File: config.mk
export PLATFORM = sky130hd
export DESIGN_NAME = three_wire_register_access_master
export DESIGN_NICKNAME = d
export VERILOG_FILES = /design/src/sv/twram_pkg.sv /design/src/sv/three_wire_register_access_master.sv /design/src/sv/twram_front.sv /design/src/sv/twram_seq.sv
export SDC_FILE = /design/constraint.sdc
export NUM_CORES = 1
export LEC_CHECK = 0
export BUFFER_PORTS_ARGS = -buffer_cell sky130_fd_sc_hd__buf_2
export CAP_MARGIN = 10
export CORE_MARGIN = 2
export CORE_UTILIZATION = 55
export DETAILED_ROUTE_END_ITERATION = 8
export MAX_ROUTING_LAYER = met4
export PLACE_DENSITY = 0.78
export SYNTH_ARGS = -nofsm -noshare
export SYNTH_HDL_FRONTEND = slang
export SYNTH_SLANG_ARGS = --single-unit
File: constraint.sdc
create_clock -name clk -period 3.1 [get_ports clk]
set_input_delay 0.62 -clock clk [delete_from_list [all_inputs] [get_ports clk]]
set_output_delay 0.62 -clock clk [all_outputs]
set_load 0.005 [all_outputs]
File: src/sv/twram_pkg.sv
// Shared types and constants for the three-wire register access master.
// No dependencies; imported by the front, the sequencer and the top level.
`default_nettype none

package twram_pkg;

  // Header is one byte: read flag in the top bit, register number below
  localparam int unsigned ADDR_BITS = 8;
  localparam int unsigned REG_BITS  = 7;
  localparam int unsigned WORD_BITS = 16;

  localparam logic [7:0] HALF_PERIOD_RST = 8'd10;

  // Access kind as carried in the request
  localparam logic KIND_WRITE = 1'b0;
  localparam logic KIND_READ  = 1'b1;

  // Classified request handed from front to back
  typedef struct packed {
    logic                   start;
    logic [ADDR_BITS-1:0]   header;
    logic [WORD_BITS-1:0]   wdata;
    logic                   sda;
  } item_t;

  // Queue to sequencer handshake
  typedef struct packed {
    logic valid;
  } q_status_t;

  // Bus sequencer phases
  typedef enum logic [2:0] {
    PH_IDLE      = 3'd0,
    PH_SEND_LOW  = 3'd1,
    PH_SEND_HIGH = 3'd2,
    PH_GAP       = 3'd3,
    PH_RECV_LOW  = 3'd4,
    PH_RECV_HIGH = 3'd5
  } phase_t;

endpackage

`default_nettype wire

File: src/sv/three_wire_register_access_master.sv
// Three-wire serial register bus master, top level.
// A request passes the queue slot and then the sequencer state registers.
// One request per cycle unless the queue is full; one bus tick per pop.
// A two-entry queue separates the front from the sequencer.
// Reset (synchronous, rst_n low): idle, chip select high, SDA driven low,
// half period 10. Depends on twram_pkg, twram_front and twram_seq.
`default_nettype none

module three_wire_register_access_master #(
  parameter int unsigned DATA_BITS = 16
) (
  input  wire logic         clk,
  input  wire logic         rst_n,
  input  wire logic         cfg_wr_en,
  input  wire logic [7:0]   cfg_wr_data,
  input  wire logic         in_valid,
  output      logic         in_stall,
  input  wire logic         in_start_req,
  input  wire logic         in_kind,
  input  wire logic [6:0]   in_reg_addr,
  input  wire logic [15:0]  in_write_data,
  input  wire logic         in_sda_in,
  output      logic         out_valid,
  input  wire logic         out_stall,
  output      logic         out_scl,
  output      logic         out_sda_out,
  output      logic         out_sda_drive,
  output      logic         out_cs_n,
  output      logic         out_busy_res,
  output      logic [15:0]  out_read_data,
  output      logic         out_read_done
);
  import twram_pkg::*;

  q_status_t q_status;
  item_t     q_item;
  logic      pop;

  // Request queue
  twram_front u_front (
    .clk           (clk),
    .rst_n         (rst_n),
    .in_valid      (in_valid),
    .in_stall      (in_stall),
    .in_start_req  (in_start_req),
    .in_kind       (in_kind),
    .in_reg_addr   (in_reg_addr),
    .in_write_data (in_write_data),
    .in_sda_in     (in_sda_in),
    .pop           (pop),
    .q_status      (q_status),
    .q_item        (q_item)
  );

  // Bus sequencer
  twram_seq #(
    .DATA_BITS (DATA_BITS)
  ) u_seq (
    .clk           (clk),
    .rst_n         (rst_n),
    .cfg_wr_en     (cfg_wr_en),
    .cfg_wr_data   (cfg_wr_data),
    .q_status      (q_status),
    .q_item        (q_item),
    .pop           (pop),
    .out_valid     (out_valid),
    .out_stall     (out_stall),
    .out_scl       (out_scl),
    .out_sda_out   (out_sda_out),
    .out_sda_drive (out_sda_drive),
    .out_cs_n      (out_cs_n),
    .out_busy_res  (out_busy_res),
    .out_read_data (out_read_data),
    .out_read_done (out_read_done)
  );

endmodule

`default_nettype wire

File: src/sv/twram_front.sv
// Front end: takes requests, builds the header byte and the payload word,
// and holds them in a two-entry queue for the sequencer. Uses twram_pkg.
`default_nettype none

module twram_front (
  input  wire logic                      clk,
  input  wire logic                      rst_n,
  input  wire logic                      in_valid,
  output      logic                      in_stall,
  input  wire logic                      in_start_req,
  input  wire logic                      in_kind,
  input  wire logic [6:0]                in_reg_addr,
  input  wire logic [15:0]               in_write_data,
  input  wire logic                      in_sda_in,
  input  wire logic                      pop,
  output      twram_pkg::q_status_t      q_status,
  output      twram_pkg::item_t          q_item
);
  import twram_pkg::*;

  item_t      slot_r [2];
  logic       wr_ptr_r, wr_ptr_nxt;
  logic       rd_ptr_r, rd_ptr_nxt;
  logic [1:0] count_r, count_nxt;
  logic       push;
  item_t      cls_item;

  // Classify: header carries the read flag, reads send no payload
  always_comb begin
    cls_item.start  = in_start_req;
    cls_item.header = {in_kind, in_reg_addr};
    cls_item.wdata  = (in_kind == KIND_READ) ? '0 : in_write_data;
    cls_item.sda    = in_sda_in;
  end

  assign in_stall       = (count_r == 2'd2);
  assign push           = in_valid && !in_stall;
  assign q_status.valid = (count_r != 2'd0);
  assign q_item         = slot_r[rd_ptr_r];

  // Pointer and fill bookkeeping
  always_comb begin
    wr_ptr_nxt = push ? ~wr_ptr_r : wr_ptr_r;
    rd_ptr_nxt = pop  ? ~rd_ptr_r : rd_ptr_r;
    count_nxt  = count_r + {1'b0, push} - {1'b0, pop};
  end

  always_ff @(posedge clk) begin
    if (!rst_n) begin
      wr_ptr_r <= 1'b0;
      rd_ptr_r <= 1'b0;
      count_r  <= 2'd0;
    end else begin
      wr_ptr_r <= wr_ptr_nxt;
      rd_ptr_r <= rd_ptr_nxt;
      count_r  <= count_nxt;
    end
  end

  // Queue storage, no reset needed
  always_ff @(posedge clk) begin
    if (push) begin
      slot_r[wr_ptr_r] <= cls_item;
    end
  end

endmodule

`default_nettype wire

File: src/sv/twram_seq.sv
// Back end: bus sequencer that advances one tick per request and whose
// state registers form the result register. Uses twram_pkg.
`default_nettype none

module twram_seq #(
  parameter int unsigned DATA_BITS = 16
) (
  input  wire logic                   clk,
  input  wire logic                   rst_n,
  input  wire logic                   cfg_wr_en,
  input  wire logic [7:0]             cfg_wr_data,
  input  wire twram_pkg::q_status_t   q_status,
  input  wire twram_pkg::item_t       q_item,
  output      logic                   pop,
  output      logic                   out_valid,
  input  wire logic                   out_stall,
  output      logic                   out_scl,
  output      logic                   out_sda_out,
  output      logic                   out_sda_drive,
  output      logic                   out_cs_n,
  output      logic                   out_busy_res,
  output      logic [15:0]            out_read_data,
  output      logic                   out_read_done
);
  import twram_pkg::*;

  localparam int unsigned SW  = ADDR_BITS + DATA_BITS;
  localparam int unsigned BCW = $clog2(SW + 1);
  localparam logic [BCW-1:0] HDR_CNT  = BCW'(ADDR_BITS);
  localparam logic [BCW-1:0] FULL_CNT = BCW'(SW);
  localparam logic [BCW-1:0] DATA_CNT = BCW'(DATA_BITS);

  phase_t          phase_r, phase_nxt;
  logic [BCW-1:0]  bit_cnt_r, bit_cnt_nxt, bit_inc;
  logic [SW-1:0]   shift_r, shift_nxt, shift_up;
  logic [7:0]      tick_r, tick_nxt;
  logic [7:0]      half_r;
  logic [15:0]     rword_r, rword_nxt;
  logic            rflag_r, rflag_nxt;
  logic            is_read_r, is_read_nxt;
  logic            scl_r, scl_nxt;
  logic            sda_r, sda_nxt;
  logic            drv_r, drv_nxt;
  logic            cs_r, cs_nxt;
  logic            out_valid_r;
  logic            busy, adv, go;

  // Take the next tick whenever the result slot is free or being drained
  assign pop  = q_status.valid && (!out_valid_r || !out_stall);
  assign busy = (phase_r != PH_IDLE);
  assign adv  = busy && (({1'b0, tick_r} + 9'd1) >= {1'b0, half_r});
  assign go   = !busy && q_item.start;

  assign bit_inc  = bit_cnt_r + BCW'(1);
  assign shift_up = {shift_r[SW-2:0], 1'b0};

  // Next phase
  always_comb begin
    phase_nxt = phase_r;
    if (go) begin
      phase_nxt = PH_SEND_LOW;
    end else if (adv) begin
      unique case (phase_r)
        PH_SEND_LOW:  phase_nxt = PH_SEND_HIGH;
        PH_SEND_HIGH: begin
          if (is_read_r && (bit_inc >= HDR_CNT)) begin
            phase_nxt = PH_GAP;
          end else if (!is_read_r && (bit_inc >= FULL_CNT)) begin
            phase_nxt = PH_IDLE;
          end else begin
            phase_nxt = PH_SEND_LOW;
          end
        end
        PH_GAP:       phase_nxt = PH_RECV_LOW;
        PH_RECV_LOW:  phase_nxt = (bit_cnt_r >= DATA_CNT) ? PH_IDLE : PH_RECV_HIGH;
        PH_RECV_HIGH: phase_nxt = PH_RECV_LOW;
        default:      phase_nxt = PH_IDLE;
      endcase
    end
  end

  // Datapath and pin updates for this tick
  always_comb begin
    bit_cnt_nxt = bit_cnt_r;
    shift_nxt   = shift_r;
    tick_nxt    = tick_r;
    rword_nxt   = rword_r;
    rflag_nxt   = 1'b0;
    is_read_nxt = is_read_r;
    scl_nxt     = scl_r;
    sda_nxt     = sda_r;
    drv_nxt     = drv_r;
    cs_nxt      = cs_r;
    if (go) begin
      is_read_nxt = q_item.header[ADDR_BITS-1];
      shift_nxt   = {q_item.header, DATA_BITS'(q_item.wdata)};
      bit_cnt_nxt = '0;
      tick_nxt    = '0;
      cs_nxt      = 1'b0;
      drv_nxt     = 1'b1;
      scl_nxt     = 1'b0;
      sda_nxt     = q_item.header[ADDR_BITS-1];
    end else if (busy && !adv) begin
      tick_nxt = tick_r + 8'd1;
    end else if (adv) begin
      tick_nxt = '0;
      unique case (phase_r)
        PH_SEND_LOW:  scl_nxt = 1'b1;
        PH_SEND_HIGH: begin
          bit_cnt_nxt = bit_inc;
          shift_nxt   = shift_up;
          if (is_read_r && (bit_inc >= HDR_CNT)) begin
            // hold pins through the turnaround phase
          end else if (!is_read_r && (bit_inc >= FULL_CNT)) begin
            cs_nxt = 1'b1;
          end else begin
            scl_nxt = 1'b0;
            sda_nxt = shift_r[SW-2];
          end
        end
        PH_GAP: begin
          drv_nxt     = 1'b0;
          scl_nxt     = 1'b0;
          bit_cnt_nxt = '0;
          shift_nxt   = '0;
        end
        PH_RECV_LOW: begin
          if (bit_cnt_r >= DATA_CNT) begin
            rword_nxt = 16'(shift_r[DATA_BITS-1:0]);
            rflag_nxt = 1'b1;
            cs_nxt    = 1'b1;
          end else begin
            scl_nxt     = 1'b1;
            shift_nxt   = {shift_r[SW-2:0], q_item.sda};
            bit_cnt_nxt = bit_inc;
          end
        end
        PH_RECV_HIGH: scl_nxt = 1'b0;
        default:      cs_nxt  = 1'b1;
      endcase
    end
  end

  // Sequencer state, advanced once per request taken
  always_ff @(posedge clk) begin
    if (!rst_n) begin
      phase_r   <= PH_IDLE;
      bit_cnt_r <= '0;
      shift_r   <= '0;
      tick_r    <= '0;
      rword_r   <= '0;
      rflag_r   <= 1'b0;
      is_read_r <= 1'b0;
      scl_r     <= 1'b0;
      sda_r     <= 1'b0;
      drv_r     <= 1'b1;
      cs_r      <= 1'b1;
    end else if (pop) begin
      phase_r   <= phase_nxt;
      bit_cnt_r <= bit_cnt_nxt;
      shift_r   <= shift_nxt;
      tick_r    <= tick_nxt;
      rword_r   <= rword_nxt;
      rflag_r   <= rflag_nxt;
      is_read_r <= is_read_nxt;
      scl_r     <= scl_nxt;
      sda_r     <= sda_nxt;
      drv_r     <= drv_nxt;
      cs_r      <= cs_nxt;
    end
  end

  // Half period register and result valid flag
  always_ff @(posedge clk) begin
    if (!rst_n) begin
      half_r      <= HALF_PERIOD_RST;
      out_valid_r <= 1'b0;
    end else begin
      if (cfg_wr_en) begin
        half_r <= cfg_wr_data;
      end
      if (pop) begin
        out_valid_r <= 1'b1;
      end else if (!out_stall) begin
        out_valid_r <= 1'b0;
      end
    end
  end

  // Result is the state left by the last tick
  assign out_valid     = out_valid_r;
  assign out_scl       = scl_r;
  assign out_sda_out   = sda_r;
  assign out_sda_drive = drv_r;
  assign out_cs_n      = cs_r;
  assign out_busy_res  = busy;
  assign out_read_data = rword_r;
  assign out_read_done = rflag_r;

endmodule

`default_nettype wire

==> results.txt <==
CP Capture Type - flip-flop
Max incr delay on CP - 0.37 ns
Pre-Repair DR Iteration Count - 6
Seq cells post-synth - 127
Fin cells - 740
WP depth - 14
DRT iter0 DRCs - 283
Gr usage total - 0.227
Synth warn - 0
Net Count, Synth - 582
DR WL/cell - 16.6 um
WP data arrival - 3.44 ns
Fmax - 0.333 GHz
Max Clock Skew - 0.00541 ns
IO Pins - 63
Number of synthesized flops with an enable pin - 52
Max transition margin - 0.524
Critical path's top delay family - simple AND/OR/NAND/NOR gates
Worst-Margin Slew - 0.710 ns
Nets - 646
Synth top area share - 0.277
Core area - 0.00986 mm2
CTS Root Buffer Type - clkbuf_8
GRT overflow - 0
Site Rows - 36
Fin. Hold Viols - 0
Crit-path max FO - 20
Inserted Diodes - 0
Cell breakdown of the critical path - ha_4 -> and3_1 -> nand3_1 -> xnor2_2 -> ha_1 -> and3_1 -> a221oi_2 -> nand2_1 -> o31ai_4 -> buf_6 -> buf_6 -> clkbuf_16 -> nand3_1 -> o21ai_0
Pre-CTS worst setup slack - 0.105 ns
Final setup viols - 0
Mapped cell area - 0.00564 mm2
Die Y - 105 um
Initial Util - 0.572
CTS tree - yes
Number of global-route vias before repair - 3919
Critical Path RT - 3.53 ns
Vias per Instance - 5.74
Via count - 4246
Final antenna-violating net count - 0
Synth Area per Inst - 10.6 um2
Library cells used by synthesis - 56
Clk sinks - 127
R2R Path End - u_seq.bit_cnt_r[1]
Area contributors post-synth - edfxtp_1, dfxtp_1, mux2i_1, nor2_1, o31ai_1
Number of fillers in the final layout - 727
CTS clk-pin slew, worst paths - 0.06 ns
Crit path max-delay cell type - dfxtp_4
First-pass GRT wire length - 19.3 mm
Routability Congestion - 0.877
VDD IR-drop max - 0.000463 V
Worst r2r src - u_seq.tick_r[0]
DRC - 0
Post-Synthesis Cells - 530
Placed wire-length estimate - 7.88 mm
Initial antenna violation count - 0
Kind of critical path - reg -> reg
Top_reg_cell synth - dfxtp_1
Synth-to-Final Area Change - 21.4%
Max_cap viols - 0
Worst setup SP type - flip-flop
Share of cells above drive strength 1 - 0.224
Htree depth - 4
Sequential fraction of the synthesis area - 0.543
Chip width - 105 um
Clk buf depth - 2
Crit path buf inv count - 3
Setup ws final - 0.0941 ns
Hold Crit Class - in -> reg
Status - finished, final reports clean
R2R Setup Slk - 0.09 ns
Ys async rst share - 0
Clk_lat worst skew - 0.52 ns
Worst r2r path cells - 14
Die ar. - 0.0111 mm2
Crit path launch - u_seq.tick_r[0]
Synth area leader - edfxtp_1
Hold WS - 0.283 ns
Max-slew violation count - 0
Critical Path End - u_seq.bit_cnt_r[1]
Sum Neg Setup Slack - 0 ns
Tcrit/Tclk final - 0.970
Number of port buffers - 62
CTS Buf Count - 17
Placed cells - 702
Largest net degree at the start of global routing - 42
Tmin final - 3.01 ns
Placed cell area - 0.00608 mm2
Final Routed Wirelength - 12.3 mm
P_leak - 0.00269 uW
Cell area power density - 819 mW/mm2
Cell area after layout - 0.00685 mm2
==> worst min-delay path by stage <==
stage / startpoint / end / slack [ns] / cells past startpoint
floorplan: u_seq.tick_r[1] / u_seq.tick_r[1] / 0.44 / 2
detailed placement: u_seq.out_sda_drive / u_seq.out_sda_drive / 0.46 / 1
global route: in_sda_in / u_front.slot_r[0][0] / 0.27 / 1
CTS: in_reg_addr[1] / u_front.slot_r[0][18] / 0.27 / 1
global placement: u_seq.out_sda_drive / u_seq.out_sda_drive / 0.45 / 1
finish: in_reg_addr[0] / u_front.slot_r[1][17] / 0.28 / 1
==> logic make-up (layout without fill, tap and decap cells) <==
logic type               Yosys count  in the layout  synth area share
AO/OA/AOI/OAI                    102            102             0.128
adder cells (fa/ha/maj)           14             14            0.0306
multiplexers                      50             50            0.0896
buffers and inverters             55            132            0.0434
AND/OR/NAND/NOR                  170            170             0.147
flip-flops                       127            127             0.543
XOR/XNOR                          12             12            0.0186
==> sequential cells by signal, summed over array words and instances (netlist names), named ones only <==
name / cells
u_front.slot_r: 52
u_seq.shift_r: 23
u_seq.out_read_data: 16
u_seq.half_r: 8
u_seq.tick_r: 8
u_seq.bit_cnt_r: 5
u_seq.phase_r: 3
u_front.count_r: 2
u_front.rd_ptr_r: 1
u_front.wr_ptr_r: 1
u_seq.is_read_r: 1
u_seq.out_cs_n: 1
u_seq.out_read_done: 1
u_seq.out_scl: 1
u_seq.out_sda_drive: 1
u_seq.out_sda_out: 1
u_seq.out_valid: 1
==> stage by stage <==
step / util / total power [uW]
floorplan: - / 3090
global placement: 0.616 / 3390
detailed placement: 0.616 / 3440
CTS: 0.679 / 5460
global route: 0.695 / 5870
finish: 0.695 / 5610
==> layer usage <==
metal | global-route usage | vias up | wire [um] | share of wire
li1 | - | 2062 | - | -
met1 | 0.306 | 2013 | 5640 | 0.46
met2 | 0.340 | 155 | 5740 | 0.47
met3 | 0.0538 | 16 | 766 | 0.062
met4 | 0.0781 | 0 | 142 | 0.012
met5 | - | - | 0 | 0
==> layout make-up <==
class | instances | area, um2 | area share
Timing Repair Buffer | 79 | 539 | 0.0787
Sequential cell | 127 | 3070 | 0.448
Inverter | 21 | 78.8 | 0.0115
Multi-Input combinational cell | 348 | 2380 | 0.347
Clock buffer | 22 | 497 | 0.0725
Tap cell | 133 | 166 | 0.0243
Clock inverter | 10 | 123 | 0.0179
==> cells in the final DEF (no fill, tap or decap), types with 20 or more instances in the layout <==
master      n
dfxtp_1    72
edfxtp_1   52
buf_2      62
o31ai_1    25
nor2_1     64
a31oi_1    24
mux2i_1    48
nand2_1    22
nand3_1    32
clkbuf_16  21
nor2b_1    20
==> Yosys cell counts (3+ instances only) <==
cell type,number
dfxtp_1,75
nor2_1,65
edfxtp_1,52
mux2i_1,48
nand3_1,32
o31ai_1,25
a31oi_1,24
nand2_1,22
inv_1,20
nor2b_1,20
clkbuf_1,19
a21oi_1,17
ha_1,13
o21ai_0,13
buf_2,9
and3_1,7
xnor2_1,7
xor2_1,5
nand4_1,4
a22oi_1,3
buf_1,3
nor3_1,3
o211ai_1,3
or2_2,3
==> report_power, final <==
| part | total [uW] | switching, uW | internal [uW] |
|---|---|---|---|
| registers | 2120 | 142 | 1980 |
| clock network | 2030 | 733 | 1290 |
| logic | 1470 | 854 | 612 |
==> timing repair <==
action | 4_1_cts | 5_1_grt
buffers inserted | 0 | 3
resized for setup | 0 | 13
endpoints found under the setup margin | 0 | 42
hold buffers | 0 | 0
Power figures use the tool's default switching activity.
